## config.mk

```make
export PLATFORM = sky130hd
export DESIGN_NAME = wbh_dpath
export DESIGN_NICKNAME = d
export VERILOG_FILES = /design/src/hw/rtl/wbh_pkg.sv /design/src/hw/rtl/wbh_div.sv /design/src/hw/rtl/wbh_dpath.sv
export SDC_FILE = /design/constraint.sdc
export NUM_CORES = 2
export LEC_CHECK = 0
export BUFFER_PORTS_ARGS = -buffer_cell sky130_fd_sc_hd__buf_2
export CORE_UTILIZATION = 31
export DETAILED_ROUTE_END_ITERATION = 6
export SLEW_MARGIN = 25
export SYNTH_ARGS = -nofsm -noshare
export SYNTH_HDL_FRONTEND = slang
export SYNTH_SLANG_ARGS = --single-unit
```

## constraint.sdc

```tcl
create_clock -name clk -period 8.15 [get_ports clk]
set_input_delay 2.0375 -clock clk [delete_from_list [all_inputs] [get_ports clk]]
set_output_delay 2.0375 -clock clk [all_outputs]
set_load 0.02 [all_outputs]
```

## src/hw/rtl/wbh_pkg.sv

```systemverilog
// Shared constants, codes, control structs and helper function of the weighted bin histogram.
`timescale 1ns / 1ps

package wbh_pkg;

	localparam int SUM_W           = 36;
	localparam int PROB_W          = 18;
	localparam int VAL_W           = 16;
	localparam int Q_W             = 17;
	localparam int NUM_THRESH      = 7;
	localparam int CFG_IDX_W       = 3;
	localparam int OP_W            = 2;
	localparam int STATUS_W        = 2;
	localparam int BIN_OUT_W       = 3;
	localparam int OUT_COUNT_W     = 20;
	localparam int DEF_NUM_BINS    = 8;
	localparam int DEF_COUNT_WIDTH = 20;
	localparam int DIV_STEPS       = Q_W;
	localparam int DIV_CNT_W       = $clog2(DIV_STEPS + 1);

	localparam logic [Q_W-1:0] ONE_Q16 = 17'h10000;

	localparam logic [OP_W-1:0] OP_INSERT   = 2'd0;
	localparam logic [OP_W-1:0] OP_FINALIZE = 2'd1;
	localparam logic [OP_W-1:0] OP_QUERY    = 2'd2;

	localparam logic [STATUS_W-1:0] ST_OK     = 2'd0;
	localparam logic [STATUS_W-1:0] ST_RANGE  = 2'd1;
	localparam logic [STATUS_W-1:0] ST_REJECT = 2'd2;
	localparam logic [STATUS_W-1:0] ST_ZERO   = 2'd3;

	localparam logic signed [VAL_W-1:0] THRESH_RESET [NUM_THRESH] = '{
		-16'sd12288, -16'sd4096, -16'sd2048, 16'sd0, 16'sd2048, 16'sd4096, 16'sd12288
	};

	// Commands from the sequencer to the datapath.
	typedef struct packed {
		logic accept;
		logic rd_en;
		logic rd_fin;
		logic exec;
		logic div_start;
		logic fin_wr;
		logic fin_done;
	} cmd_t;

	// Status from the datapath to the sequencer.
	typedef struct packed {
		logic start_fin;
		logic finalized;
		logic div_done;
	} sts_t;

	function automatic logic [SUM_W-1:0] sat_add(input logic [SUM_W-1:0] a,
	                                             input logic [Q_W-1:0] b);
		logic [SUM_W:0] s;
		s = {1'b0, a} + {{(SUM_W + 1 - Q_W){1'b0}}, b};
		sat_add = s[SUM_W] ? {SUM_W{1'b1}} : s[SUM_W-1:0];
	endfunction

endpackage

```

## src/hw/rtl/wbh_div.sv

```systemverilog
// Restoring divider giving floor(sum * 2^16 / total), one quotient bit per cycle.
`timescale 1ns / 1ps

module wbh_div (
	input  logic                          clk,
	input  logic                          arst_n,
	input  logic                          start,
	input  logic [wbh_pkg::SUM_W-1:0]     dividend,
	input  logic [wbh_pkg::SUM_W-1:0]     divisor,
	output logic [wbh_pkg::Q_W-1:0]       quotient,
	output logic                          done
);

	logic [wbh_pkg::SUM_W-1:0]     rem_q;
	logic [wbh_pkg::Q_W-1:0]       feed_q;
	logic [wbh_pkg::Q_W-1:0]       quo_q;
	logic [wbh_pkg::DIV_CNT_W-1:0] cnt_q;
	logic                          run_q;
	logic                          done_q;

	logic [wbh_pkg::SUM_W:0]   trial;
	logic [wbh_pkg::SUM_W:0]   diff;
	logic                      take;

	// The sum never exceeds its total, so the quotient fits in seventeen bits and
	// the partial remainder starts below the divisor.
	assign trial = {rem_q, feed_q[wbh_pkg::Q_W-1]};
	assign diff  = trial - {1'b0, divisor};
	assign take  = trial >= {1'b0, divisor};

	always_ff @(posedge clk) begin
		if (start) begin
			rem_q  <= {1'b0, dividend[wbh_pkg::SUM_W-1:1]};
			feed_q <= {dividend[0], {(wbh_pkg::Q_W - 1){1'b0}}};
			quo_q  <= '0;
		end else if (run_q) begin
			rem_q  <= take ? diff[wbh_pkg::SUM_W-1:0] : trial[wbh_pkg::SUM_W-1:0];
			feed_q <= {feed_q[wbh_pkg::Q_W-2:0], 1'b0};
			quo_q  <= {quo_q[wbh_pkg::Q_W-2:0], take};
		end
	end

	always_ff @(posedge clk or negedge arst_n) begin
		if (!arst_n) begin
			cnt_q  <= '0;
			run_q  <= 1'b0;
			done_q <= 1'b0;
		end else begin
			done_q <= 1'b0;
			if (start) begin
				cnt_q <= wbh_pkg::DIV_CNT_W'(wbh_pkg::DIV_STEPS);
				run_q <= 1'b1;
			end else if (run_q) begin
				cnt_q <= cnt_q - 1'b1;
				if (cnt_q == wbh_pkg::DIV_CNT_W'(1)) begin
					run_q  <= 1'b0;
					done_q <= 1'b1;
				end
			end
		end
	end

	assign quotient = quo_q;
	assign done     = done_q;

endmodule

```

## src/hw/rtl/wbh_dpath.sv

```systemverilog
// Datapath of the histogram: thresholds, bin store, totals, dividers and result registers.
`timescale 1ns / 1ps

module wbh_dpath #(
	parameter int NUM_BINS    = wbh_pkg::DEF_NUM_BINS,
	parameter int COUNT_WIDTH = wbh_pkg::DEF_COUNT_WIDTH
) (
	input  logic                                  clk,
	input  logic                                  arst_n,
	input  wbh_pkg::cmd_t                         cmd,
	input  logic [$clog2(NUM_BINS)-1:0]           idx,
	output wbh_pkg::sts_t                         sts,
	input  logic [wbh_pkg::OP_W-1:0]              operation,
	input  logic signed [wbh_pkg::PROB_W-1:0]     probability,
	input  logic signed [wbh_pkg::VAL_W-1:0]      sample_value,
	input  logic                                  cfg_valid,
	input  logic [wbh_pkg::CFG_IDX_W-1:0]         cfg_index,
	input  logic signed [wbh_pkg::VAL_W-1:0]      cfg_data,
	output logic                                  done,
	output logic [wbh_pkg::STATUS_W-1:0]          status,
	output logic [wbh_pkg::BIN_OUT_W-1:0]         bin_index,
	output logic [wbh_pkg::SUM_W-1:0]             positive_weight,
	output logic [wbh_pkg::SUM_W-1:0]             negative_weight,
	output logic [wbh_pkg::OUT_COUNT_W-1:0]       item_count,
	output logic                                  is_ready
);

	localparam int BIN_W  = $clog2(NUM_BINS);
	localparam int SUM_W  = wbh_pkg::SUM_W;
	localparam int ENT_W  = COUNT_WIDTH + 2 * SUM_W;
	localparam int CNT_XW = (COUNT_WIDTH > wbh_pkg::OUT_COUNT_W) ? COUNT_WIDTH
	                                                             : wbh_pkg::OUT_COUNT_W;

	// Threshold registers.
	logic signed [wbh_pkg::VAL_W-1:0] th_q [wbh_pkg::NUM_THRESH];

	always_ff @(posedge clk or negedge arst_n) begin
		if (!arst_n) begin
			for (int i = 0; i < wbh_pkg::NUM_THRESH; i++) begin
				th_q[i] <= wbh_pkg::THRESH_RESET[i];
			end
		end else if (cfg_valid && cfg_index < wbh_pkg::CFG_IDX_W'(wbh_pkg::NUM_THRESH)) begin
			th_q[cfg_index] <= cfg_data;
		end
	end

	// The first threshold that the value does not exceed picks the bin.
	logic [BIN_W-1:0] bin_c;

	always_comb begin
		bin_c = BIN_W'(NUM_BINS - 1);
		for (int i = NUM_BINS - 2; i >= 0; i--) begin
			if (sample_value <= th_q[i]) begin
				bin_c = BIN_W'(i);
			end
		end
	end

	// Command latched at the transfer.
	logic [wbh_pkg::OP_W-1:0]          op_q;
	logic [wbh_pkg::PROB_W-1:0]        prob_q;
	logic [BIN_W-1:0]                  bin_q;

	always_ff @(posedge clk) begin
		if (cmd.accept) begin
			op_q   <= operation;
			prob_q <= probability;
			bin_q  <= bin_c;
		end
	end

	// Bin store: count, positive sum and negative sum per entry.
	logic [ENT_W-1:0]    mem [NUM_BINS];
	logic [NUM_BINS-1:0] valid_q;
	logic [ENT_W-1:0]    rd_q;
	logic [BIN_W-1:0]    rd_addr;
	logic                wr_en;
	logic [BIN_W-1:0]    wr_addr;
	logic [ENT_W-1:0]    wr_data;

	assign rd_addr = cmd.rd_fin ? idx : bin_c;

	always_ff @(posedge clk) begin
		if (wr_en) begin
			mem[wr_addr] <= wr_data;
		end
	end

	// An entry never written reads as zero.
	always_ff @(posedge clk) begin
		if (cmd.rd_en) begin
			rd_q <= valid_q[rd_addr] ? mem[rd_addr] : '0;
		end
	end

	always_ff @(posedge clk or negedge arst_n) begin
		if (!arst_n) begin
			valid_q <= '0;
		end else if (wr_en) begin
			valid_q[wr_addr] <= 1'b1;
		end
	end

	logic [COUNT_WIDTH-1:0] rd_cnt;
	logic [SUM_W-1:0]       rd_pos;
	logic [SUM_W-1:0]       rd_neg;

	assign rd_cnt = rd_q[ENT_W-1 -: COUNT_WIDTH];
	assign rd_pos = rd_q[2*SUM_W-1 -: SUM_W];
	assign rd_neg = rd_q[SUM_W-1:0];

	// Totals and finalized flag.
	logic [SUM_W-1:0] ptot_q;
	logic [SUM_W-1:0] ntot_q;
	logic             fin_q;

	// Insert update.
	logic [wbh_pkg::Q_W-1:0] pp;
	logic [wbh_pkg::Q_W-1:0] np;
	logic                    prob_ok;
	logic                    ins_ok;
	logic [COUNT_WIDTH-1:0]  new_cnt;
	logic [SUM_W-1:0]        new_pos;
	logic [SUM_W-1:0]        new_neg;

	assign pp      = prob_q[wbh_pkg::Q_W-1:0];
	assign np      = wbh_pkg::ONE_Q16 - pp;
	assign prob_ok = !prob_q[wbh_pkg::PROB_W-1] && (pp <= wbh_pkg::ONE_Q16);
	assign ins_ok  = (op_q == wbh_pkg::OP_INSERT) && !fin_q && prob_ok;
	assign new_cnt = (&rd_cnt) ? rd_cnt : rd_cnt + 1'b1;
	assign new_pos = wbh_pkg::sat_add(rd_pos, pp);
	assign new_neg = wbh_pkg::sat_add(rd_neg, np);

	// Dividers, one per side, working on the same entry.
	logic [wbh_pkg::Q_W-1:0] qp;
	logic [wbh_pkg::Q_W-1:0] qn;
	logic                    dp_done;
	logic                    dn_done;
	logic                    ptot_zero;
	logic                    ntot_zero;
	logic [wbh_pkg::Q_W-1:0] qp_m;
	logic [wbh_pkg::Q_W-1:0] qn_m;

	wbh_div u_div_pos (
		.clk      (clk),
		.arst_n   (arst_n),
		.start    (cmd.div_start),
		.dividend (rd_pos),
		.divisor  (ptot_q),
		.quotient (qp),
		.done     (dp_done)
	);

	wbh_div u_div_neg (
		.clk      (clk),
		.arst_n   (arst_n),
		.start    (cmd.div_start),
		.dividend (rd_neg),
		.divisor  (ntot_q),
		.quotient (qn),
		.done     (dn_done)
	);

	assign ptot_zero = ptot_q == '0;
	assign ntot_zero = ntot_q == '0;
	assign qp_m      = ptot_zero ? '0 : qp;
	assign qn_m      = ntot_zero ? '0 : qn;

	always_comb begin
		wr_en   = 1'b0;
		wr_addr = bin_q;
		wr_data = {new_cnt, new_pos, new_neg};
		if (cmd.fin_wr) begin
			wr_en   = 1'b1;
			wr_addr = idx;
			wr_data = {rd_cnt, SUM_W'(qp_m), SUM_W'(qn_m)};
		end else if (cmd.exec && ins_ok) begin
			wr_en = 1'b1;
		end
	end

	always_ff @(posedge clk or negedge arst_n) begin
		if (!arst_n) begin
			ptot_q <= '0;
			ntot_q <= '0;
			fin_q  <= 1'b0;
		end else begin
			if (cmd.exec && ins_ok) begin
				ptot_q <= wbh_pkg::sat_add(ptot_q, pp);
				ntot_q <= wbh_pkg::sat_add(ntot_q, np);
			end
			if (cmd.fin_done) begin
				fin_q <= 1'b1;
			end
		end
	end

	// Result fields.
	logic [COUNT_WIDTH-1:0]            res_cnt;
	logic [CNT_XW-1:0]                 cnt_x;
	logic [wbh_pkg::OUT_COUNT_W-1:0]   cnt_out;
	logic [wbh_pkg::STATUS_W-1:0]      st_c;

	assign res_cnt = ins_ok ? new_cnt : rd_cnt;
	assign cnt_x   = CNT_XW'(res_cnt);
	assign cnt_out = (cnt_x > CNT_XW'({wbh_pkg::OUT_COUNT_W{1'b1}}))
	               ? {wbh_pkg::OUT_COUNT_W{1'b1}} : cnt_x[wbh_pkg::OUT_COUNT_W-1:0];

	always_comb begin
		priority if (op_q != wbh_pkg::OP_INSERT) begin
			st_c = wbh_pkg::ST_OK;
		end else if (fin_q) begin
			st_c = wbh_pkg::ST_REJECT;
		end else if (!prob_ok) begin
			st_c = wbh_pkg::ST_RANGE;
		end else begin
			st_c = wbh_pkg::ST_OK;
		end
	end

	logic                                done_q;
	logic [wbh_pkg::STATUS_W-1:0]        status_q;
	logic [wbh_pkg::BIN_OUT_W-1:0]       bin_out_q;
	logic [SUM_W-1:0]                    pos_out_q;
	logic [SUM_W-1:0]                    neg_out_q;
	logic [wbh_pkg::OUT_COUNT_W-1:0]     cnt_out_q;
	logic                                rdy_out_q;

	// A finalize that reaches the plain execute step has already been rejected.
	always_ff @(posedge clk) begin
		if (cmd.fin_done || (cmd.exec && op_q == wbh_pkg::OP_FINALIZE)) begin
			status_q  <= cmd.fin_done ? ((ptot_zero || ntot_zero) ? wbh_pkg::ST_ZERO
			                                                      : wbh_pkg::ST_OK)
			                          : wbh_pkg::ST_REJECT;
			bin_out_q <= '0;
			pos_out_q <= '0;
			neg_out_q <= '0;
			cnt_out_q <= '0;
			rdy_out_q <= 1'b1;
		end else if (cmd.exec) begin
			status_q  <= st_c;
			bin_out_q <= wbh_pkg::BIN_OUT_W'(bin_q);
			pos_out_q <= ins_ok ? new_pos : rd_pos;
			neg_out_q <= ins_ok ? new_neg : rd_neg;
			cnt_out_q <= cnt_out;
			rdy_out_q <= fin_q;
		end
	end

	always_ff @(posedge clk or negedge arst_n) begin
		if (!arst_n) begin
			done_q <= 1'b0;
		end else begin
			done_q <= cmd.exec || cmd.fin_done;
		end
	end

	assign sts.start_fin = operation == wbh_pkg::OP_FINALIZE;
	assign sts.finalized = fin_q;
	assign sts.div_done  = dp_done && dn_done;

	assign done            = done_q;
	assign status          = status_q;
	assign bin_index       = bin_out_q;
	assign positive_weight = pos_out_q;
	assign negative_weight = neg_out_q;
	assign item_count      = cnt_out_q;
	assign is_ready        = rdy_out_q;

endmodule

```

# Word level (Yosys, flattened, before mapping)

Memories as Yosys holds them, arrays and structs flattened. A register that Yosys moved wholly into a read port is not among the register bits.
Cells that the tools add are included.

Add/subtract/negate cells: 10
Magnitude comparators: 17
Eq/ne operators: 4
Muxes and demuxes: 65
Bitwise operators: 2
Reduce and logical (&&, ||, !) cells: 23

Operators with widths:

| operator               | count |
|---|---|
| $mux 36                | 8 |
| $add 36x17->37         | 4 |
| $mux 35                | 4 |
| $bwmux 112             | 1 |
| $le 16x16->1           | 7 |
| $mux 17                | 6 |
| $mux 92                | 1 |
| $ge 37x36->1           | 2 |
| $logic_not 36->1       | 2 |
| $sub 36x36->36         | 2 |
| $mux 20                | 3 |
| $demux 16 s3           | 1 |
| $add 20x1->20 const B  | 1 |
| $gt 20x20->1 const B   | 1 |
| $mux 1                 | 20 |
| $mux 5                 | 4 |
| $reduce_and 20->1      | 1 |
| $mux 3                 | 6 |
| $le 17x17->1 const B   | 1 |
| $sub 17x17->17 const A | 1 |
| $mux 16                | 1 |
| $mux 2                 | 8 |
| $eq 5x1->1 const B     | 2 |
| $sub 5x1->5 const B    | 2 |
| other kinds (15)       | 32 |

Register bits: 437
Memory bits (writable): 736
Bits of input ports: 68
Output and inout port bits: 102
Word-level logic and storage cells: 157
Memories: 1

Memories:

| memory | depth | width | rd ports | clocked after Yosys merged registers in | wr ports | RTL line        | RTL |
|---|---|---|---|---|---|---|---|
| mem    | 8     | 92    | 1        | 1                                       | 1        | wbh_dpath.sv:73 | `logic [ENT_W-1:0] mem [NUM_BINS];` |

# Logic depth before layout (Yosys ltp)

Depth in word-level cells: 12
Mapped depth: 18
Depth with buffers taken out: 17

# Cells and area by module

From an unflattened synthesis, not the netlist that was laid out.

Cells, all modules: 5,634
Area total of the unflattened synthesis: 62,318.5 sq um

Modules (own cells, without submodules):

| module               | instances | cells each | area an instance (sq um) | sequential area each (sq um) |
|---|---|---|---|---|
| wbh_dpath            | 1         | 4,479      | 52,321.4                 | 32,411.1 |
| wbh_div at u_div_neg | 1         | 581        | 5,059.9                  | 1,616.6 |
| wbh_div at u_div_pos | 1         | 574        | 4,937.2                  | 1,616.6 |

# Worst setup path after synthesis

No wires, ideal clock.

Path kind: in2reg
From: input idx[0]
To: register valid_q[7]
Setup time: 0.089 ns
Data arrival time: 7.728 ns
Data required time: 8.061 ns
Setup slack: 0.333 ns
Stages: 7
Buffers on the path: 4
Path through: clkbuf_1 -> clkbuf_1 -> clkbuf_1 -> clkbuf_1 -> a31oi_1 -> nor2_1 -> or2_2

Cells in the longest elaborated chain, start to end: 6
Elaborated cells between the ends (all ways): 7
Classes of those cells: 2 x order compare; 3 x mux; 1 x bitwise; 1 x reduce/logical

RTL lines:

| element                                                        | RTL line         | RTL |
|---|---|---|
| start, declared                                                | wbh_dpath.sv:11  | `input logic [$clog2(NUM_BINS)-1:0] idx,` |
| $mux 3 (*)                                                     | wbh_dpath.sv:173 | `if (cmd.fin_wr) begin` |
| $lt 3x4->1 (implied by the code) or $ge 3x1->1 (tied branches) | wbh_dpath.sv:100 | `valid_q[wr_addr] <= 1'b1;` |
| $logic_and 1x1->1 (implied by the code)                        | wbh_dpath.sv:100 |  |
| $mux 1 (implied by the code)                                   | wbh_dpath.sv:100 |  |
| $demux 1 s3 (*)                                                | wbh_dpath.sv:100 |  |
| $or 8x8->8 (no line) (*)                                       | -                |  |
| end signal, assigned                                           | wbh_dpath.sv:98  | `valid_q <= '0;` |
| end signal, assigned by index                                  | wbh_dpath.sv:100 |  |
| end, declared                                                  | wbh_dpath.sv:74  | `logic [NUM_BINS-1:0] valid_q;` |

Mark *: on every way between the ends. The rest lies on a longest branch, timed or not.
A chain may end at the register's enable or synchronous reset.

# Final worst setup path

From: register prob_q[8] (netlist bit)
To: register neg_out_q[31], in the netlist negative_weight[31]

Cells in the longest elaborated chain, start to end: 4
Elaborated cells between the ends (all ways): 7
Classes of those cells: 2 x add/sub; 1 x order compare; 2 x mux; 2 x reduce/logical

RTL lines:

| element                                             | RTL line                           | RTL |
|---|---|---|
| start, declared                                     | wbh_dpath.sv:61                    | `logic [wbh_pkg::PROB_W-1:0] prob_q;` |
| start signal, assigned                              | wbh_dpath.sv:67                    | `prob_q <= probability;` |
| $sub 17x17->17 or $le 17x17->1 (tied branches)      | wbh_dpath.sv:127, wbh_dpath.sv:128 |  |
| $add 36x17->37 or $logic_and 1x1->1 (tied branches) | wbh_pkg.sv:57, wbh_dpath.sv:128    |  |
| $mux 36 or $logic_and 1x1->1 (tied branches)        | wbh_pkg.sv:58, wbh_dpath.sv:129    |  |
| $mux 36 (*)                                         | wbh_dpath.sv:244                   | `neg_out_q <= ins_ok ? new_neg : rd_neg;` |
| end signal, assigned                                | wbh_dpath.sv:244                   |  |
| end, declared                                       | wbh_dpath.sv:225                   | `logic [SUM_W-1:0] neg_out_q;` |

Marked as above.

==> impl_metrics.env <==
export IMPL_status="complete, but fails checks"
export IMPL_violations="DRC"
export IMPL_drive_gt1_share_pct=10.0
export IMPL_grt_pass1_wl_um=337000
export IMPL_synth_compound_area_share_pct=18.0
export IMPL_synth_edff_count=925
export IMPL_clk_latency_ns=0.81
export IMPL_clk_pin_slew_worst_paths_ns=0.06
export IMPL_ir_worst_vdd_v=0.000312
export IMPL_hp_class="register to register"
export IMPL_cp_start_kind="register"
export IMPL_syn2layout_area_growth_pct=12.8
export IMPL_power_mw=23.3
export IMPL_core_sq_um=225000
export IMPL_seq_area_frac_synth_pct=50.8
export IMPL_grt_usage_pct=19.1
export IMPL_cellLeakagePower_nw=29.9
export IMPL_drv_slew=0
export IMPL_synth_top_area_cell="edfxtp_1"
export IMPL_crit_required_ns=8.81
export IMPL_num_vias=55200
export IMPL_skew_ns=0.0239
export IMPL_yosysWarnings=0
export IMPL_setup_tns_ns=0
export IMPL_vias_per_cell=5.71
export IMPL_synthSimpleGateAreaFrac_pct=12.0
export IMPL_syn_instance_count=6561
export IMPL_rows=174
export IMPL_antenna_found_initial=10
export IMPL_arrival_ns=6.79
export IMPL_synth_seq_cells=1265
export IMPL_setup_viol=0
export IMPL_drt_pass1_iter_count=7
export IMPL_die_w_um=478
export IMPL_routabilityCongestion=0.895
export IMPL_die_height_um=478
export IMPL_synth_top_area_share_pct=39.6
export IMPL_cts_resized=0
export IMPL_syn_area_per_cell_sq_um=10.7
export IMPL_grt_pass1_vias=53800
export IMPL_htree_levels=4
export IMPL_fin_crit_sh_pct=75.2
export IMPL_tightestPinTransition_ns=1.15
export IMPL_ant_nets=0
export IMPL_p_per_area_nw_per_um2=294
export IMPL_ios=170
export IMPL_dieArea_sq_um=228000
export IMPL_worstSetupPathType="register to register"
export IMPL_dp_hpwl_um=137000
export IMPL_period_minus_slack_ns=6.13
export IMPL_clock_sinks=1265
export IMPL_port_buffers=169
export IMPL_synth_fa_ha_area_share_pct=4.79
export IMPL_placed_area_sq_um=74200
export IMPL_post_drt_wl_per_cell_um=23.2
export IMPL_cts_tree="built"
export IMPL_yosys_most_used_dff="edfxtp_1"
export IMPL_synth_top_family_by_area="compound AO/OA/AOI/OAI gates"
export IMPL_synth_xor_area_share_pct=2.72
export IMPL_worst_hold_slack_ns=0.446
export IMPL_numCtsBuffers=150
export IMPL_grt_max_degree=198
export IMPL_hold_buffers=0
export IMPL_synth_mux_area_share_pct=7.88
export IMPL_drc_errors=36
export IMPL_synth_area_leaders="edfxtp_1 40%, dfrtp_1 6.9%, mux2i_1 6.0%"
export IMPL_wl_um=224000
export IMPL_drt_iter0_markers=5444
export IMPL_slew_headroom_pct=23.6
export IMPL_cp_end_kind="register"
export IMPL_cts_buffer_depth=3
export IMPL_clockRootBuffer="clkbuf_16"
export IMPL_netlist_area_sq_um=70100
export IMPL_crit_fanout=21
export IMPL_postCtsSetupBuffers=0
export IMPL_clock_fmax_ghz=0.163
export IMPL_ys_async_sr_fraction_pct=16.4
export IMPL_start_util_pct=31.2
export IMPL_final_util_pct=35.2
export IMPL_syn_nets=6894
export IMPL_hold_viol=0
export IMPL_final_area_sq_um=79100
export IMPL_grt_remaining_overflow=0
export IMPL_rsz0062_at_grt="false"
export IMPL_drv_cap=0
export IMPL_nets=6871
export IMPL_ys_types=87
[layout by cell type (no fill, tap or decap), drive strengths merged, types with 257 or more instances in the layout]
cell type and instances:
a21o 283, nor2 270, a21oi 431, inv 257, edfxtp 925, mux2i 423, nand2 751, a221oi 281
ha 259, o21ai 260, nand3 278
[final cells by class]
cell class	instances	area, sq um
sequential	1265	35600
clock buffer	198	4100
inverter	249	935
antenna	7	17.5
tap	2992	3740
fill	22000	146000
clock inverter	81	798
multi-input combinational	4621	32100
timing repair buffer	251	1770
[state kept, by name, summed over array words and instances, names as in the netlist, 5 cells and up]
signal              cells
u_div_pos.quotient     17
u_div_pos.rem_q        36
item_count             20
u_div_neg.rem_q        36
negative_weight        36
prob_q                 18
ptot_q                 36
u_div_neg.quotient     17
u_div_pos.cnt_q         5
mem                   736
th_q                  112
u_div_neg.cnt_q         5
rd_q                   92
positive_weight        36
valid_q                 8
ntot_q                 36
[per-layer routing]
metal  vias to the layer above  wire length [um]  part of all wire, %  GRT usage [%]
met2                      2333            101000                   45           30.3
met3                       380             17500                  7.8           2.89
met1                     27500             97500                   44           26.2
li1                      25000                 -                    -              -
met5                         -                 0                    0              0
met4                         0              7590                  3.4           7.26
[per-stage QoR]
stage	instances	setup WS, ns
floorplan	6561	0.333
global placement	9375	1.47
detailed placement	9377	1.26
CTS	9656	1.94
global route	9660	1.83
finish	9664	2.02
[report_power, final]
group / switching (mW) / internal (mW)
combinational: 4.76 / 2.65
clock: 2.83 / 3.89
sequential: 0.812 / 8.32
total: 8.40 / 14.9
[critical path, stage by stage (launching register included)]
cell and delay [ns]:
edfxtp_1 0.53, or4_4 0.61, or4b_4 0.50, or2_2 0.31, xor2_1 0.47, ha_1 0.40
a2111o_1 0.39, a211o_1 0.26, nand3_1 0.08, nand2_1 0.40, and3_1 0.68, nor2_1 0.73
a31oi_1 0.16, o21ai_0 0.35, nand2_1 0.10
[cells in the mapped netlist, drive strengths merged (63+ instances only)]
library cell,number
edfxtp,925
nand2,751
a21oi,431
mux2i,423
clkbuf,358
a21o,283
a221oi,281
nand3,278
nor2,270
o21ai,260
ha,259
inv,249
dfrtp,192
dfxtp,132
xnor2,131
a211oi,116
mux2,115
o211ai,106
a2111oi,97
nand4b,96
xor2,87
buf,68
nor3,63
[kinds of logic (layout without fill, tap and decap cells)]
kind of cell             after synthesis  count (layout)
other                                  0               7
flip-flops                          1265            1265
multiplexers                         538             538
adder cells (fa/ha/maj)              265             265
AND/OR/NAND/NOR                     1762            1762
AO/OA/AOI/OAI                       1838            1838
buffers and inverters                675             779
XOR/XNOR                             218             218
[path summary, 6_finish.rpt]
kind / startpoint / to / slack (ns) / cells after the start
max in group asynchronous: arst_n / ptot_q[34] / 5.67 / 2
worst min-delay path: positive_weight[9] / positive_weight[9] / 0.45 / 1
min in group asynchronous: arst_n / th_q[2] / 1.22 / 1
worst min register to register: positive_weight[9] / positive_weight[9] / 0.45 / 1
worst max-delay path: prob_q[8] / negative_weight[31] / 2.02 / 14
worst max register to register: prob_q[8] / negative_weight[31] / 2.02 / 14
Note: power is estimated with default switching activity, not from simulation.
